**config.mk**
```make
export PLATFORM = sky130hd
export DESIGN_NAME = pvr_isqrt
export DESIGN_NICKNAME = d
export VERILOG_FILES = /design/src/pvr_pkg.sv /design/src/pvr_isqrt.sv
export SDC_FILE = /design/constraint.sdc
export NUM_CORES = 1
export LEC_CHECK = 0
export ABC_CLOCK_PERIOD_IN_PS = 5900
export BUFFER_PORTS_ARGS = -buffer_cell sky130_fd_sc_hd__clkbuf_2
export CAP_MARGIN = 15
export CORE_MARGIN = 2
export CORE_UTILIZATION = 31
export DETAILED_ROUTE_END_ITERATION = 12
export PLACE_DENSITY = 0.5
export SKIP_CTS_REPAIR_TIMING = 1
export SLEW_MARGIN = 5
export SYNTH_ARGS = -nofsm -noshare
export SYNTH_HDL_FRONTEND = slang
export SYNTH_SLANG_ARGS = --single-unit
```
**constraint.sdc**
```tcl
create_clock -name clk -period 5.9 [get_ports clk]
set_input_delay 0.295 -clock clk [delete_from_list [all_inputs] [get_ports clk]]
set_output_delay 0.295 -clock clk [all_outputs]
set_load 0.03 [all_outputs]
```
**src/pvr_pkg.sv**
```systemverilog
// pvr_pkg: shared types and constants for the polar vector register unit
// holds the cordic stage record, mode codes, gain and arctangent table
// no dependencies
`timescale 1ns / 1ps

package pvr_pkg;

  // field widths
  localparam int COORD_W = 16;
  localparam int ANGLE_W = 16;

  // cordic sizing
  localparam int ITERS = 28;
  localparam int GUARD = 28;
  localparam int DW    = 48;
  localparam int ZW    = 34;
  localparam int CW    = DW - GUARD;
  localparam int SQ_W  = 2 * CW + 2;
  localparam int ROOT_W = SQ_W / 2;

  // cordic gain compensation, 2^30 scale
  localparam logic [29:0] KGAIN = 30'd652032874;

  // arctangent of 2^-i, 2^32 per turn
  localparam logic [31:0] ATAN_TAB [ITERS] = '{
    32'h20000000, 32'h12E4051E, 32'h09FB385B, 32'h051111D4, 32'h028B0D43, 32'h0145D7E1,
    32'h00A2F61E, 32'h00517C55, 32'h0028BE53, 32'h00145F2F, 32'h000A2F98, 32'h000517CC,
    32'h00028BE6, 32'h000145F3, 32'h0000A2FA, 32'h0000517D, 32'h000028BE, 32'h0000145F,
    32'h00000A30, 32'h00000518, 32'h0000028C, 32'h00000146, 32'h000000A3, 32'h00000051,
    32'h00000029, 32'h00000014, 32'h0000000A, 32'h00000005
  };

  // operation codes
  typedef enum logic [2:0] {
    MODE_LOAD_CART  = 3'd0,
    MODE_LOAD_POLAR = 3'd1,
    MODE_ROTATE     = 3'd2,
    MODE_NEG_X      = 3'd3,
    MODE_NEG_Y      = 3'd4
  } mode_t;

  // record handed from one cordic cell to the next
  typedef struct packed {
    logic                 vld;
    logic                 vec;
    logic signed [DW-1:0] x;
    logic signed [DW-1:0] y;
    logic signed [ZW-1:0] z;
  } cordic_t;

endpackage

```
**src/pvr_isqrt.sv**
```systemverilog
// pvr_isqrt: bit-serial square root, two radicand bits per cycle while busy, rounded
// depends on pvr_pkg
`timescale 1ns / 1ps

module pvr_isqrt (
  input  logic                        clk,
  input  logic                        rst,
  input  logic                        start,
  input  logic [pvr_pkg::SQ_W-1:0]    radicand,
  output logic                        busy,
  output logic [pvr_pkg::COORD_W-1:0] root
);
  import pvr_pkg::*;

  localparam int CNT_W = $clog2(ROOT_W + 1);
  localparam logic [ROOT_W:0] CLIP = (ROOT_W + 1)'(2 ** COORD_W - 1);

  logic [SQ_W-1:0]   val;
  logic [ROOT_W+1:0] rem;
  logic [ROOT_W-1:0] acc;
  logic [CNT_W-1:0]  cnt;

  logic [ROOT_W+3:0] rem_t;
  logic [ROOT_W+3:0] trial;
  logic [ROOT_W:0]   rnd;

  // trial subtract for the next root bit
  always_comb begin
    rem_t = {rem, val[SQ_W-1 -: 2]};
    trial = (ROOT_W + 4)'({acc, 2'b01});
    rnd   = ((ROOT_W + 2)'(rem) > (ROOT_W + 2)'(acc)) ?
            (ROOT_W + 1)'(acc) + (ROOT_W + 1)'(1) : (ROOT_W + 1)'(acc);
    root  = (rnd > CLIP) ? COORD_W'(CLIP) : COORD_W'(rnd);
  end

  // step control
  always_ff @(posedge clk) begin
    if (rst) begin
      busy <= 1'b0;
      cnt  <= '0;
    end else if (start) begin
      busy <= 1'b1;
      cnt  <= CNT_W'(ROOT_W);
    end else if (busy) begin
      cnt <= cnt - CNT_W'(1);
      if (cnt == CNT_W'(1)) begin
        busy <= 1'b0;
      end
    end
  end

  // root and remainder
  always_ff @(posedge clk) begin
    if (start) begin
      val <= radicand;
      rem <= '0;
      acc <= '0;
    end else if (busy) begin
      val <= val << 2;
      if (rem_t >= trial) begin
        rem <= (ROOT_W + 2)'(rem_t - trial);
        acc <= {acc[ROOT_W-2:0], 1'b1};
      end else begin
        rem <= (ROOT_W + 2)'(rem_t);
        acc <= {acc[ROOT_W-2:0], 1'b0};
      end
    end
  end

endmodule

```
==> impl_metrics.json <==
{
  "outcome": "finished clean",
  "dieWidth_um": 138,
  "ant_nets": 0,
  "power_density_nw_per_um2": 491,
  "synthCells": 584,
  "start_util": 0.314,
  "cts_made_buffers": 9,
  "ir_drop_mv": 0.308,
  "p_int_w": 0.00175,
  "ys.warnings.count": 0,
  "rsz0062_at_grt": "no",
  "ctsRootBufferMaster": "clkbuf_16",
  "max-slew-margin-rel": 0.317,
  "finalSetupViolations": 0,
  "pwr-share-comb": 0.537,
  "antenna_found_initial": 0,
  "maxCapViolations": 0,
  "grt_pass1_vias": 4230,
  "finalSetupTns_ps": 0,
  "p_sw_frac": 0.440,
  "timing.rr.start": "acc[6]$_SDFFE_PP0P_",
  "grt_max_degree": 91,
  "fillers": 1807,
  "clkTransAtPathRegs_ps": 70,
  "multi_input_area_um2": 3040,
  "wl_um": 12800,
  "fin_crit_ps": 4080,
  "path_class": "reg2out",
  "crit_path_start": "acc[18]$_SDFFE_PP0P_",
  "hold_path.startpoint": "rst",
  "p_leak_nw": 2.57,
  "ys_types": 58,
  "critPathArrivalTime_ps": 3790,
  "io_pins": 62,
  "ys_seq_area_frac": 0.404,
  "grt_pass1_wl_um": 21600,
  "pwr-share-seq": 0.267,
  "synth_area_um2": 5600,
  "dp_hpwl_um": 9200,
  "core_area_um2": 17800,
  "min_path_type": "in2reg",
  "period_share": 0.692,
  "drive_above_1_share": 0.221,
  "slew_violations": 0,
  "critPathLaunchType": "flip-flop",
  "ctsLongestPathBuffers": 2,
  "timing.fmax_mhz": 245,
  "required_ps": 5610,
  "p_clk_frac": 0.196,
  "final_cell_count_no_fill": 858,
  "synth_flop_cell": "dfxtp_1",
  "tightestPinTransition_ps": 1020,
  "p_sw_w": 0.00137,
  "first_iter_violations": 232,
  "syn_avg_cell_area_um2": 9.59,
  "gp_congestion": 0.895,
  "final_nets": 696,
  "syn-num-nets": 656,
  "yosysTopAreaCell": "edfxtp_1",
  "dp_cells": 842,
  "htree_num_levels": 3,
  "cp_max_fo": 19,
  "globalRouteTotalUtil": 0.138,
  "worst_skew_pair.late_latency_ps": 350,
  "fin_skew_ps": 12.4,
  "cts.sinks": 92,
  "diodes": 0,
  "final-seq-area_um2": 2260,
  "post_drt_wl_per_cell_um": 15.0,
  "end_kind": "output port",
  "route.vias.total": 4298,
  "cts_tree": "built",
  "synth_area_leaders": "edfxtp_1 23%, dfxtp_1 18%, mux2_2 8.0%, ha_1 6.0%, xnor2_1 4.2%",
  "dieArea_um2": 19200,
  "port_buffers": 61,
  "yosysTopAreaCellShare": 0.225,
  "vias_per_cell": 5.01,
  "fp.dieH_um": 138,
  "grt-ovfl-total": 0,
  "area_delta_synth_final_pct": 13.4,
  "rows": 49,
  "hold_ws_ps": 184,
  "ys_ff_latch": 92,
  "drcViolationCount": 0,
  "synth_edf_count": 42,
  "firstDrtPassIters": 6,
  "synthArstFlopShare": 0,
  "hold_violations": 0
}
## sequential cells by signal, summed over array words and instances, names as in the netlist
| name | count |
|---|---|
| acc | 21 |
| rem | 23 |
| val | 42 |
| cnt | 5 |
| busy | 1 |
## final cells by class
class                      count  area share
clock inverter                 5      0.0106
sequential                    92       0.356
tap                          229      0.0451
timing repair buffer          64      0.0520
clock buffer                  11      0.0382
multi-input combinational    423       0.478
inverter                      34      0.0201
## worst max-delay path: stages, from the launching register on
cell and delay [ps]:
dfxtp_1 430, inv_1 70, ha_1 380, and3_4 230, nand2_2 60, nor4_4 360
a21boi_2 250, o21a_1 580, and4_1 300, o2111a_2 420, o211ai_1 150, clkbuf_2 210
## cell usage after synthesis (6+ instances only)
master     n
a21oi_1   26
buf_2     12
edfxtp_1  42
nor2_1    60
nand2b_1  11
a31oi_1    6
xor2_1    11
o211ai_1   9
nand3_1   14
mux2_2    40
clkbuf_1  15
nand2_2    6
xnor2_1   27
nor3_1     6
ha_1      27
dfxtp_1   50
nand2_1   59
o21ai_0   14
nand4_1   13
mux2i_1   23
a21o_1     8
inv_1     34
a311oi_1  11
## cells in the final DEF (no fill, tap or decap), types with 13 or more instances in the layout
cell type,count
dfxtp_1,49
ha_1,27
nand4_1,13
clkbuf_2,60
a21oi_1,26
mux2_2,40
o21ai_0,14
inv_1,34
mux2i_1,23
nor2_1,60
xnor2_1,27
edfxtp_1,42
nand3_1,14
nand2_1,59
## kinds of logic after synthesis
group / count (synthesis) / synth area share
compound gates: 104 / 0.134
fa+ha+maj: 27 / 0.0603
buf+inv: 69 / 0.0543
xor+xnor: 38 / 0.0594
mux: 63 / 0.122
simple gates: 191 / 0.167
flops: 92 / 0.404
## through the flow
step	total power, W	setup slack, ps	util	area (um^2)
final	0.00312	1820	0.356	6350
after global routing	0.00337	1470	0.356	6350
after CTS	0.00316	1800	0.356	6350
after detailed placement	0.00253	2180	0.339	6040
after global placement	0.00254	2290	0.339	6040
after floorplan	0.00224	2780	-	5600
## path summary, 6_finish.rpt
| kind | to | slack (ps) | cells after the start |
|---|---|---|---|
| max | root[1] | 1820 | 11 |
| min | cnt[2]$_SDFFE_PP0P_ | 180 | 2 |
| max reg2reg | rem[2]$_SDFFE_PP0P_ | 2740 | 9 |
| min reg2reg | acc[20]$_SDFFE_PP0P_ | 500 | 2 |
## power by group through the flow
stage | Clock, W | Sequential (W) | Combinational, W
after floorplan | 0 | 0.000819 | 0.00142
after global placement | 0 | 0.000850 | 0.00169
after detailed placement | 0 | 0.000849 | 0.00168
after CTS | 0.000629 | 0.000836 | 0.00169
after global routing | 0.000653 | 0.000845 | 0.00188
final | 0.000610 | 0.000835 | 0.00168
## routing by layer
layer	part of all wire	GRT usage	up-vias
li1	-	-	2176
met1	0.47	0.175	1996
met2	0.45	0.226	112
met3	0.066	0.0468	14
met4	0.014	0.0376	0
met5	0	0	-
Note: power is estimated with default switching activity, not from simulation.
