File: src/pvr_pkg.sv
// pvr_pkg: shared types and constants for the polar vector register unit
// holds the cordic stage record, mode codes, gain and arctangent table
// no dependencies
`timescale 1ns / 1ps

package pvr_pkg;

  // field widths
  localparam int COORD_W = 16;
  localparam int ANGLE_W = 16;

  // cordic sizing
  localparam int ITERS = 28;
  localparam int GUARD = 28;
  localparam int DW    = 48;
  localparam int ZW    = 34;
  localparam int CW    = DW - GUARD;
  localparam int SQ_W  = 2 * CW + 2;
  localparam int ROOT_W = SQ_W / 2;

  // cordic gain compensation, 2^30 scale
  localparam logic [29:0] KGAIN = 30'd652032874;

  // arctangent of 2^-i, 2^32 per turn
  localparam logic [31:0] ATAN_TAB [ITERS] = '{
    32'h20000000, 32'h12E4051E, 32'h09FB385B, 32'h051111D4, 32'h028B0D43, 32'h0145D7E1,
    32'h00A2F61E, 32'h00517C55, 32'h0028BE53, 32'h00145F2F, 32'h000A2F98, 32'h000517CC,
    32'h00028BE6, 32'h000145F3, 32'h0000A2FA, 32'h0000517D, 32'h000028BE, 32'h0000145F,
    32'h00000A30, 32'h00000518, 32'h0000028C, 32'h00000146, 32'h000000A3, 32'h00000051,
    32'h00000029, 32'h00000014, 32'h0000000A, 32'h00000005
  };

  // operation codes
  typedef enum logic [2:0] {
    MODE_LOAD_CART  = 3'd0,
    MODE_LOAD_POLAR = 3'd1,
    MODE_ROTATE     = 3'd2,
    MODE_NEG_X      = 3'd3,
    MODE_NEG_Y      = 3'd4
  } mode_t;

  // record handed from one cordic cell to the next
  typedef struct packed {
    logic                 vld;
    logic                 vec;
    logic signed [DW-1:0] x;
    logic signed [DW-1:0] y;
    logic signed [ZW-1:0] z;
  } cordic_t;

endpackage

File: src/pvr_cordic_cell.sv
// pvr_cordic_cell: one registered cordic iteration, rotation or vectoring
// depends on pvr_pkg
`timescale 1ns / 1ps

module pvr_cordic_cell #(
  parameter int STAGE = 0
) (
  input  logic             clk,
  input  logic             rst,
  input  pvr_pkg::cordic_t din,
  output pvr_pkg::cordic_t dout
);
  import pvr_pkg::*;

  localparam logic signed [ZW-1:0] ATAN = ZW'(ATAN_TAB[STAGE]);

  logic                 plus;
  logic signed [DW-1:0] dx;
  logic signed [DW-1:0] dy;

  // direction: rotation follows sign of z, vectoring drives y toward zero
  always_comb begin
    dx   = $signed(din.y) >>> STAGE;
    dy   = $signed(din.x) >>> STAGE;
    plus = din.vec ? (din.y[DW-1] || (din.y == '0)) : !din.z[ZW-1];
  end

  // valid travels with reset
  always_ff @(posedge clk) begin
    if (rst) begin
      dout.vld <= 1'b0;
    end else begin
      dout.vld <= din.vld;
    end
  end

  // micro-rotation
  always_ff @(posedge clk) begin
    dout.vec <= din.vec;
    if (plus) begin
      dout.x <= $signed(din.x) - dx;
      dout.y <= $signed(din.y) + dy;
      dout.z <= $signed(din.z) - ATAN;
    end else begin
      dout.x <= $signed(din.x) + dx;
      dout.y <= $signed(din.y) - dy;
      dout.z <= $signed(din.z) + ATAN;
    end
  end

endmodule

File: config.mk
export PLATFORM = sky130hd
export DESIGN_NAME = pvr_cordic_cell
export DESIGN_NICKNAME = d
export VERILOG_FILES = /design/src/pvr_pkg.sv /design/src/pvr_cordic_cell.sv
export SDC_FILE = /design/constraint.sdc
export NUM_CORES = 1
export LEC_CHECK = 0
export BUFFER_PORTS_ARGS = -buffer_cell sky130_fd_sc_hd__buf_4
export CORE_MARGIN = 2
export CORE_UTILIZATION = 56
export CTS_CLUSTER_DIAMETER = 60
export DETAILED_ROUTE_END_ITERATION = 8
export PLACE_DENSITY_LB_ADDON = 0.1
export SYNTH_ARGS = -nofsm -noshare
export SYNTH_HDL_FRONTEND = slang
export SYNTH_SLANG_ARGS = --single-unit
File: constraint.sdc
create_clock -name clk -period 4.15 [get_ports clk]
set_input_delay 0.415 -clock clk [delete_from_list [all_inputs] [get_ports clk]]
set_output_delay 0.415 -clock clk [all_outputs]
set_load 0.05 [all_outputs]
==> impl_metrics.env, run 1 <==
export IMPL_grt_setup_unrepaired="false"
export IMPL_antenna_found_initial=1
export IMPL_startpoint_type="input port"
export IMPL_p_leak_nw=6.96
export IMPL_async_flop_share_pct=0
export IMPL_area_growth_pct=25.7
export IMPL_synth_main_ff_cell="dfxtp_1"
export IMPL_cp_cell_sequence="buf_4 -> inv_1 -> ha_1 -> or4_1 -> nor3_1 -> a21boi_0 -> nor4_1 -> inv_1 -> a211oi_1 -> o41a_1 -> o41ai_2 -> mux2i_1 -> xnor2_1"
export IMPL_io_pin_count=266
export IMPL_irDropWorstVdd_uv=386
export IMPL_placed_cells=2059
export IMPL_synthesis_instances=1545
export IMPL_rows=52
export IMPL_port_buffers=265
export IMPL_max_stage_delay_ps=660
export IMPL_top_regs="dout (131)"
export IMPL_maxCapViolCount=0
export IMPL_grt_overflow=0
export IMPL_cts_tree="built"
export IMPL_setup_worst_path_class="in2reg"
export IMPL_cts_buffers=17
export IMPL_dpl_worst_slack_ps=271
export IMPL_post_route_period_util_pct=86.3
export IMPL_yosysUniqueCellTypes=71
export IMPL_ctsHoldBuffers=0
export IMPL_grt_pass1_vias=12014
export IMPL_outcome="completed"
export IMPL_whs_ps=76.0
export IMPL_fin_ws_ps=570
export IMPL_drt_iter0_markers=1825
export IMPL_synth_edff_count=0
export IMPL_wl_per_cell_um=21.5
export IMPL_finalSetupViolCount=0
export IMPL_crit_arrival_ps=3900
export IMPL_hpwl_um=36600
export IMPL_worst_ep_required_time_ps=4470
export IMPL_routed_via_density=6.27
export IMPL_yosys_warnings=0
export IMPL_power_total_w=0.00626
export IMPL_period_minus_slack_ps=3580
export IMPL_dr_pass1_iters=8
export IMPL_cts_setup_buffers=0
export IMPL_dieArea_um2=22000
export IMPL_vias=13111
export IMPL_clock_fmax_ghz=0.279
export IMPL_nets=2106
export IMPL_gp_congestion=1.07
export IMPL_ys_seq_area_share_pct=22.5
export IMPL_worst_path_max_fanout=12
export IMPL_track_usage_pct=39.8
export IMPL_power_density_nw_per_um2=427
export IMPL_clock_root_buffer="clkbuf_16"
export IMPL_grt_pass1_wl_um=68100
export IMPL_path_buf_inv=3
export IMPL_maxSlewViolCount=0
export IMPL_final_cells=2091
export IMPL_drc=0
export IMPL_ctsResizeCount=0
export IMPL_drive_above_1_share_pct=19.8
export IMPL_ant_nets=0
export IMPL_cp_slowest_cell="or4_1"
export IMPL_largest_reg_flops=131
export IMPL_yosys_register_bits=131
export IMPL_cpMostUsedCell="inv_1"
export IMPL_coreArea_um2=20400
export IMPL_maxSlewHeadroom_pct=47.4
export IMPL_tightest_slew_ps=782
export IMPL_antenna_cells=0
export IMPL_crit_family="compound AO/OA/AOI/OAI gates"
export IMPL_wirelength_um=45100
export IMPL_netlist_area_um2=11700
export IMPL_start_util_pct=57.3
export IMPL_cts_max_path_buffers=2
export IMPL_cts_sinks=131
export IMPL_die_height_um=148
export IMPL_avgSynthCellArea_um2=7.55
export IMPL_hold_class="in2reg"
export IMPL_fp_dieW_um=148
export IMPL_finalHoldViolCount=0
export IMPL_worstSetupEndpointType="register"
export IMPL_setup_tns_ps=0
export IMPL_top_register="dout"
export IMPL_h_tree_depth=4
export IMPL_clk_pin_slew_ps=70
export IMPL_syn_nets=1843
export IMPL_grt_start_max_net_pins=74
per-layer routing:
layer	up-vias	wire length, um	global-route usage [%]
met5	-	9	0
met4	2	1860	15.6
met3	149	5890	9.94
met2	1018	18800	59.2
met1	5994	18500	55.3
li1	5948	-	-
logic make-up (layout without fill, tap and decap cells):
group,Yosys count,after routing,share of synthesized area [%]
compound gates,514,514,27.3
xor+xnor,97,97,7.28
fa+ha+maj,164,164,17.8
buf+inv,212,488,6.92
flops,131,131,22.5
mux,22,22,1.90
simple gates,405,405,16.3
Yosys cell counts (16+ instances only):
cell type  number  area (um2)
a21oi_1       206        1030
ha_1          160        2000
inv_1         141         529
nor2_1        133         499
dfxtp_1       131        2620
nand2_1        99         372
o21ai_0        94         470
xnor2_1        88         771
clkbuf_1       47         176
o21bai_1       41         308
a21o_1         33         248
nor3_1         31         155
nand3_1        28         140
nand4_1        24         150
nor4_1         23         144
mux2i_1        21         210
o31ai_1        18         135
nor2b_1        17         106
o211ai_1       16         120
stage by stage:
step | util [%] | cell area [um2]
6_report | 72.0 | 14700
5_1_grt | 72.0 | 14700
4_1_cts | 72.0 | 14700
3_3_place_gp | 69.2 | 14100
2_1_floorplan | - | 11700
3_5_place_dp | 69.2 | 14100
final timing paths:
kind / start / cells after the start / to / slack, ps
setup / recovery: din[60] / 13 / dout[81] / 570
hold / removal: din[4] / 1 / dout[4] / 80
report_power, final:
part           internal [W]  total (W)  switching [W]
Clock              0.000793    0.00148       0.000691
Combinational      0.000998    0.00316        0.00216
Sequential          0.00153    0.00162      0.0000948
layout by cell type, fill, tap and decap left out, types with 4 or more instances in the layout:
cell type,instances
a21oi_1,206
clkbuf_16,17
nor2b_1,17
o22ai_1,11
nand2_1,99
nor2_1,133
o31ai_1,18
a31oi_1,11
xor2_1,9
nor4_1,23
a21boi_0,9
inv_1,140
clkinv_1,6
nand4_1,24
a211o_1,5
or3_1,11
inv_6,4
xnor2_1,88
a211oi_1,15
mux2i_1,21
and2_1,6
buf_4,306
nand2b_1,10
a221oi_1,4
o211ai_1,16
nor3_1,31
fa_1,4
o21a_1,5
o21ai_0,94
or2_2,8
dfxtp_1,131
or4_1,5
o21bai_1,41
nand3_1,28
ha_1,160
a21o_1,33
final cells by class:
class	count	area [um2]
Clock buffer	17	425
Clock inverter	15	146
Fill cell	1646	5700
Inverter	148	556
Multi-Input combinational cell	1202	8240
Sequential cell	131	2620
Tap cell	270	338
Timing Repair Buffer	308	2340
Note: power is estimated with default switching activity, not from simulation.
==> inputs of run 2 (changes only) <==
--- a/config.mk
+++ b/config.mk
@@ -7,7 +7,7 @@
 export LEC_CHECK = 0
 export BUFFER_PORTS_ARGS = -buffer_cell sky130_fd_sc_hd__buf_4
 export CORE_MARGIN = 2
-export CORE_UTILIZATION = 56
+export CORE_UTILIZATION = 30
 export CTS_CLUSTER_DIAMETER = 60
 export DETAILED_ROUTE_END_ITERATION = 8
 export PLACE_DENSITY_LB_ADDON = 0.1
==> run 2 against run 1 <==
Utilization shrank 33 points; design area grew 3.7%; global-route usage shrank 15 points; hold slack lost 11 ps; maximum frequency shrank 5.4%; sequential share of layout area shrank 0.64 points; setup slack lost 210 ps; final cell count grew 13%; die area grew 84%; first-iteration DRC count shrank 40%; clock power grew 12%.
==> impl_metrics.env, run 2 (synthesis gave the netlist of run 1 again) <==
export IMPL_power_density_nw_per_um2=426
export IMPL_p_seq_share_pct=25.0
export IMPL_final_common_cell="buf_4"
export IMPL_grt_pass1_wl_um=76200
export IMPL_period_minus_slack_ps=3790
export IMPL_crit_arrival_ps=4130
export IMPL_final_cells=2359
export IMPL_cts_max_path_buffers=2
export IMPL_p_switching_w=0.00296
export IMPL_combPwrFrac_pct=49.4
export IMPL_drive_above_1_share_pct=20.5
export IMPL_rows=72
export IMPL_routed_via_density=5.33
export IMPL_worstHoldStart="din[9]"
export IMPL_power_total_w=0.00648
export IMPL_cp_startpoint="din[43]"
export IMPL_tightest_slew_ps=1030
export IMPL_internal_power_w=0.00352
export IMPL_dr_pass1_iters=5
export IMPL_cts_setup_buffers=0
export IMPL_whs_ps=65.3
export IMPL_clock_root_buffer="clkbuf_16"
export IMPL_p_leak_nw=7.09
export IMPL_fillers=4127
export IMPL_maxCapViolCount=0
export IMPL_final_cell_mix="buf_4, a21oi_1, ha_1, inv_1, nor2_1"
export IMPL_gp_congestion=0.940
export IMPL_worstSetupEndpointType="register"
export IMPL_track_usage_pct=24.5
export IMPL_largest_reg_flops=131
export IMPL_startpoint_type="input port"
export IMPL_top_regs="dout (131)"
export IMPL_ctsHoldBuffers=0
export IMPL_wl_per_cell_um=21.4
export IMPL_dieArea_um2=40500
export IMPL_p_clk_share_pct=25.6
export IMPL_worst_path_max_fanout=13
export IMPL_drc=0
export IMPL_setup_worst_path_class="in2reg"
export IMPL_vias=12576
export IMPL_antenna_found_initial=1
export IMPL_die_height_um=201
export IMPL_finalHoldViolCount=0
export IMPL_cts_sinks=131
export IMPL_area_growth_pct=30.3
export IMPL_wirelength_um=50400
export IMPL_ctsResizeCount=0
export IMPL_finalSetupViolCount=0
export IMPL_dpl_worst_slack_ps=15.6
export IMPL_fp_dieW_um=201
export IMPL_hpwl_um=41800
export IMPL_clk_pin_slew_ps=60
export IMPL_holdPathStages=1
export IMPL_nets=2125
export IMPL_h_tree_depth=4
export IMPL_clock_fmax_ghz=0.264
export IMPL_fin_ws_ps=364
export IMPL_port_buffers=265
export IMPL_ant_nets=0
export IMPL_post_route_util_pct=39.4
export IMPL_grt_pass1_vias=12206
export IMPL_top_register="dout"
export IMPL_cp_endpoint="dout[78]"
export IMPL_irDropWorstVdd_uv=267
export IMPL_grt_setup_unrepaired="false"
export IMPL_maxSlewHeadroom_pct=31.0
export IMPL_grt_start_max_net_pins=74
export IMPL_cts_buffers=17
export IMPL_worst_ep_required_time_ps=4490
export IMPL_drt_iter0_markers=1091
export IMPL_post_route_period_util_pct=91.2
export IMPL_hold_class="in2reg"
export IMPL_cts_tree="built"
export IMPL_maxSlewViolCount=0
export IMPL_grt_overflow=0
export IMPL_placed_cells=2326
export IMPL_coreArea_um2=38600
export IMPL_outcome="completed"
export IMPL_swShare_pct=45.7
export IMPL_start_util_pct=30.3
export IMPL_io_pin_count=266
run 2: changes by cell type in the layout (fill, tap and decap cells not counted), sizes merged:
cell	before	now
buf	308	327
clkinv	11	8
bufinv	0	3
clkbuf	17	18
clkinvlp	3	2
diode	0	1
run 2: critical path: stages:
cell and delay [ps]:
buf_4 100, inv_1 40, ha_1 470, a21oi_1 340, o21ai_0 220, a2111oi_0 480, buf_4 210, nor2_1 60
a221oi_2 250, buf_4 190, o221ai_1 200, a211oi_1 600, nand2b_1 220, a22oi_1 90, xnor2_1 240
run 2: final cells by class:
type | count | area [um2] | area share, %
Tap cell | 518 | 648 | 4.26
Antenna cell | 1 | 2.50 | 0.0165
Multi-Input combinational cell | 1202 | 8240 | 54.2
Sequential cell | 131 | 2620 | 17.2
Clock inverter | 14 | 191 | 1.26
Clock buffer | 18 | 429 | 2.82
Inverter | 148 | 556 | 3.65
Timing Repair Buffer | 327 | 2520 | 16.6
run 2: stage by stage:
step                cell area [um2]  TNS (ps)
finish                        15200         0
global route                  15200         0
CTS                           15200         0
detailed placement            14600         0
global placement              14600     -5.08
floorplan                     11700         0
run 2: power by group through the flow:
stage	sequential (W)	clock [W]	combinational, W
after detailed placement	0.00165	0	0.00318
after floorplan	0.00258	0	0.00110
after CTS	0.00163	0.00170	0.00320
final	0.00162	0.00166	0.00320
after global routing	0.00165	0.00175	0.00339
after global placement	0.00165	0	0.00320
run 2: metal layers:
layer	up-vias	GRT usage [%]	routed length [um]
li1	6000	-	-
met1	5944	34.5	23800
met2	566	37.9	21800
met3	66	4.63	3530
met4	0	7.17	1300
met5	-	0	0
run 2: worst min path at each step:
stage	slack (ps)	end
4_1_cts	40	dout[16]
6_report	70	dout[9]
3_5_place_dp	520	dout[6]
5_1_grt	40	dout[3]
2_1_floorplan	440	dout[0]
3_3_place_gp	520	dout[3]
